<file path="src/design/gbpf_pkg.sv">
// Package: types and constants shared by the gcd unit's modules.
package gbpf_pkg;

  // Operand and result width, fixed by the item fields
  localparam int unsigned OperandWidth = 16;

  typedef logic [OperandWidth-1:0] operand_t;

  // Top-level sequencer states
  typedef enum logic [3:0] {
    StSieveRead,
    StSieveCheck,
    StSieveMark,
    StIdle,
    StPrimeRead,
    StPrimeCheck,
    StDivide,
    StDivWait,
    StResult
  } state_e;

  // Request to the divider and status it returns
  typedef struct packed {
    logic     start;
    operand_t dividend;
    operand_t divisor;
  } div_req_t;

  typedef struct packed {
    logic     done;
    operand_t quotient;
    logic     rem_zero;
  } div_rsp_t;

endpackage

</file>
<file path="src/design/gbpf_divider.sv">
// Restoring divider: one quotient bit per cycle.
module gbpf_divider (
  input  logic               clk_i,
  input  logic               rst_ni,
  input  gbpf_pkg::div_req_t req_i,
  output gbpf_pkg::div_rsp_t rsp_o
);
  import gbpf_pkg::*;

  localparam int unsigned CntWidth = $clog2(OperandWidth + 1);

  logic [CntWidth-1:0] cnt_q, cnt_d;
  logic                busy_q, busy_d;
  logic                done_q, done_d;
  operand_t            quot_q, quot_d;
  operand_t            divisor_q, divisor_d;
  logic [OperandWidth:0] rem_q, rem_d;
  logic [OperandWidth:0] trial;

  always_comb begin
    cnt_d     = cnt_q;
    busy_d    = busy_q;
    done_d    = 1'b0;
    quot_d    = quot_q;
    divisor_d = divisor_q;
    rem_d     = rem_q;
    trial     = {rem_q[OperandWidth-1:0], quot_q[OperandWidth-1]}
                - {1'b0, divisor_q};
    if (req_i.start) begin
      busy_d    = 1'b1;
      cnt_d     = CntWidth'(OperandWidth);
      quot_d    = req_i.dividend;
      divisor_d = req_i.divisor;
      rem_d     = '0;
    end else if (busy_q) begin
      // shift one dividend bit in, subtract when it fits
      if (!trial[OperandWidth]) begin
        rem_d = trial;
        quot_d = {quot_q[OperandWidth-2:0], 1'b1};
      end else begin
        rem_d = {rem_q[OperandWidth-1:0], quot_q[OperandWidth-1]};
        quot_d = {quot_q[OperandWidth-2:0], 1'b0};
      end
      cnt_d = cnt_q - 1'b1;
      if (cnt_q == CntWidth'(1)) begin
        busy_d = 1'b0;
        done_d = 1'b1;
      end
    end
  end

  always_ff @(posedge clk_i or negedge rst_ni) begin
    if (!rst_ni) begin
      busy_q <= 1'b0;
      done_q <= 1'b0;
      cnt_q  <= '0;
    end else begin
      busy_q <= busy_d;
      done_q <= done_d;
      cnt_q  <= cnt_d;
    end
  end

  always_ff @(posedge clk_i) begin
    quot_q    <= quot_d;
    divisor_q <= divisor_d;
    rem_q     <= rem_d;
  end

  assign rsp_o.done     = done_q;
  assign rsp_o.quotient = quot_q;
  assign rsp_o.rem_zero = (rem_q == '0);

endmodule

</file>
<file path="config.mk">
export PLATFORM = sky130hd
export DESIGN_NAME = gbpf_divider
export DESIGN_NICKNAME = d
export VERILOG_FILES = /design/src/design/gbpf_pkg.sv /design/src/design/gbpf_divider.sv
export SDC_FILE = /design/constraint.sdc
export NUM_CORES = 1
export LEC_CHECK = 0
export ABC_AREA = 1
export BUFFER_PORTS_ARGS = -buffer_cell sky130_fd_sc_hd__buf_2
export CAP_MARGIN = 15
export CORE_MARGIN = 2
export CORE_UTILIZATION = 25
export CTS_CLUSTER_SIZE = 12
export DETAILED_ROUTE_END_ITERATION = 8
export PLACE_DENSITY = 0.45
export SYNTH_ARGS = -nofsm -noshare
export SYNTH_HDL_FRONTEND = slang
export SYNTH_SLANG_ARGS = --single-unit
</file>
<file path="constraint.sdc">
create_clock -name clk_i -period 6.72 [get_ports clk_i]
set_input_delay 0.336 -clock clk_i [delete_from_list [all_inputs] [get_ports clk_i]]
set_output_delay 0.336 -clock clk_i [all_outputs]
set_load 0.05 [all_outputs]
</file>
==> flow_metrics.tcl <==
set metrics [dict create \
    grt_start_max_net_pins 40 \
    multi_input_area_um2 1489 \
    worstPathMaxFanout 24 \
    first_pass_iters 4 \
    htree_levels 2 \
    rows 42 \
    skew_ns 0.01327 \
    wire_per_inst_um 12.04 \
    ios 53 \
    clk_pin_slew_ns 0.09 \
    cts-buffers-inserted 5 \
    outcome "finished clean" \
    grt_use_total_pct 11.74 \
    critPathLaunchType "flop" \
    ys_ff_latch 56 \
    io_buffers 52 \
    hold_viol_final 0 \
    power_density_nw_per_um2 399.4 \
    postCtsHoldBufs 1 \
    slowest_delay_ns 0.63 \
    regArea_um2 1476 \
    synth_cell_types 35 \
    grt_pass1_wl_um 12990 \
    die-area_um2 14170 \
    ff2ff_setup_slack_ns 3.50 \
    drt-initial-drc-count 99 \
    synthArstFlopShare_pct 12.50 \
    max_slew.worst_pin.slew_ns 0.7665 \
    cts_root_buf "clkbuf_16" \
    remaining_drc_errors 0 \
    clock_sinks 56 \
    gp_congestion 0.8554 \
    fin_ws_ns 3.505 \
    cp_slowest_cell "ha_1" \
    yosysWarnings 0 \
    fin_setup_tns_ns 0 \
    crit_type "reg2reg" \
    pre_cts_ws_ns 3.523 \
    slew_headroom_pct 48.71 \
    worstPathArrival_ns 3.45 \
    fin_crit_ns 3.215 \
    die_height_um 119.1 \
    clk_latency_ns 0.31 \
    cts_tree "built" \
    drive_gt1_share_pct 17.86 \
    fmax_mhz 311.0 \
    area_growth_pct 18.34 \
    synth_edf_count 32 \
    drt-total-wl_um 7996 \
    avgSynthCellArea_um2 7.625 \
    antenna_left 0 \
    rsz0062_at_grt "no" \
    post_cts_buffers 0 \
    hp-class "in2reg" \
    syn_inst 434 \
    maxCapViolCount 0 \
    syn_area_um2 3309 \
    power_leakage_nw 2.019 \
    grt.overflow.total 0 \
    first_global_vias 2636 \
    hpwlAfterDp_um 6008 \
    drv_slew 0 \
    initial_core_util_pct 25.29 \
    path_cells "inv_1 -> ha_1 -> fa_1 -> inv_1 -> nand2_2 -> nand3_2 -> nand2_2 -> nand2_1 -> a21oi_1 -> o21bai_1 -> ha_1 -> clkinv_1 -> a21oi_1 -> o21ai_0 -> o21ai_0" \
    ys.flop_type "edfxtp_1" \
    hold_ws_ns 0.1926 \
    antenna_found_initial 0 \
    setup_violations 0 \
    nets 541 \
    core_region_area_um2 13090 \
    endpoint_kind "flop" \
    num-fill-cells 1426 \
    clockBufferDepth 2 \
    route.vias.total 2779 \
    via_per_inst 4.185 \
    synth_nets 489 \
    fin_crit_sh_pct 47.84 \
    ir_drop_uv 118.6 \
    required_ns 6.96 \
    synth-seq-area-share_pct 44.61 \
    cts_resized 0 \
    fp.dieW_um 119.1 \
]
per-stage QoR:
step,power (mW),cells,cell area (um^2),utilization [%]
6_report,1.564,664,3916,29.93
5_1_grt,1.707,663,3914,29.91
4_1_cts,1.585,663,3914,29.91
3_5_place_dp,1.286,654,3750,28.66
3_3_place_gp,1.284,654,3750,28.66
2_1_floorplan,1.107,434,3309,-
synth_stat cells, types with 2 or more instances:
| cell type | instances | area (um^2) |
|---|---|---|
| nand2_1 | 150 | 563.0 |
| inv_1 | 69 | 259.0 |
| edfxtp_1 | 32 | 960.9 |
| nor2_1 | 30 | 112.6 |
| nand3_1 | 20 | 100.1 |
| ha_1 | 19 | 237.7 |
| dfxtp_1 | 17 | 340.3 |
| a21oi_1 | 15 | 75.07 |
| o21ai_0 | 13 | 65.06 |
| inv_2 | 9 | 33.78 |
| dfrtp_1 | 7 | 175.2 |
| nand2_2 | 7 | 43.79 |
| nand4_1 | 6 | 37.54 |
| o22ai_1 | 5 | 31.28 |
| clkbuf_1 | 4 | 15.01 |
| xor2_1 | 4 | 35.03 |
| buf_4 | 3 | 22.52 |
| nor3_2 | 3 | 30.03 |
| nor4_1 | 3 | 18.77 |
| nand3_2 | 2 | 20.02 |
| nor2_4 | 2 | 22.52 |
cells in the final DEF (no fill, tap or decap), types with 2 or more instances in the layout:
master,n
buf_2,52
xor2_1,4
dfxtp_1,17
dfrtp_1,7
o21ai_0,13
inv_2,9
o22ai_1,5
nand4_1,6
nand2_1,150
nor2_1,30
nor3_2,3
nor4_1,3
nand2_2,7
clkbuf_16,5
inv_1,69
edfxtp_1,32
nand3_2,2
a21oi_1,15
nand3_1,20
ha_1,19
inv_6,2
nor2_4,2
worst max-delay path, delay by kind of cell (launching register included):
kind	cells	cell delay, ns
and+or+nand+nor	4	0.33
AOI/OAI and AO/OA	5	0.58
DFF	1	0.36
adders and majority gates	3	1.27
buffers and inverters	3	0.59
registers in the layout, summed over array words and instances (netlist names):
| name | count |
|---|---|
| busy_q | 1 |
| cnt_q | 5 |
| done_q | 1 |
| divisor_q | 16 |
| quot_q | 16 |
| rem_q | 17 |
cell type report:
cell class / count / share of cell area (%)
diodes: 1 / 0.06390
clock inverters: 3 / 0.7348
multi-input cells: 290 / 38.02
flip-flops and latches: 56 / 37.70
inverters: 79 / 7.572
repair buffers: 54 / 7.093
clock buffers: 5 / 3.195
well taps: 176 / 5.623
cell families (layout without fill, tap and decap cells):
| family | count (synthesis) | in the layout | share of synthesized area (%) |
|---|---|---|---|
| simple gates | 226 | 226 | 29.38 |
| buf+inv | 88 | 141 | 10.40 |
| flops | 56 | 56 | 44.61 |
| compound gates | 39 | 39 | 6.503 |
| fa+ha+maj | 20 | 20 | 7.788 |
| xor+xnor | 5 | 5 | 1.323 |
| other cells | 0 | 1 | 0 |
metal layers:
layer  GRT usage [%]  wire length, um  vias up
met4           3.571              100        0
met3           3.592              409        7
met2           18.43             3500       51
met1           15.49             3986     1244
li1                -                -     1477
met5               0                0        -
power by group:
group | internal [mW] | switching (mW)
logic | 0.260 | 0.515
clock network | 0.144 | 0.143
registers | 0.443 | 0.0594
final timing paths:
| path | start | endpoint | depth (start not counted) |
|---|---|---|---|
| max | quot_q[15]$_DFFE_PP_ | rem_q[5]$_SDFFE_PP0P_ | 15 |
| min | req_i[2] | divisor_q[2]$_DFFE_PP_ | 1 |
| max reg2reg | quot_q[15]$_DFFE_PP_ | rem_q[5]$_SDFFE_PP0P_ | 15 |
| min reg2reg | rem_q[15]$_SDFFE_PP0P_ | rem_q[15]$_SDFFE_PP0P_ | 2 |
| max in group asynchronous | rst_ni | busy_q$_DFF_PN0_ | 2 |
| min in group asynchronous | rst_ni | cnt_q[0]$_DFFE_PN0P_ | 2 |
Note: power is estimated with default switching activity, not from simulation.
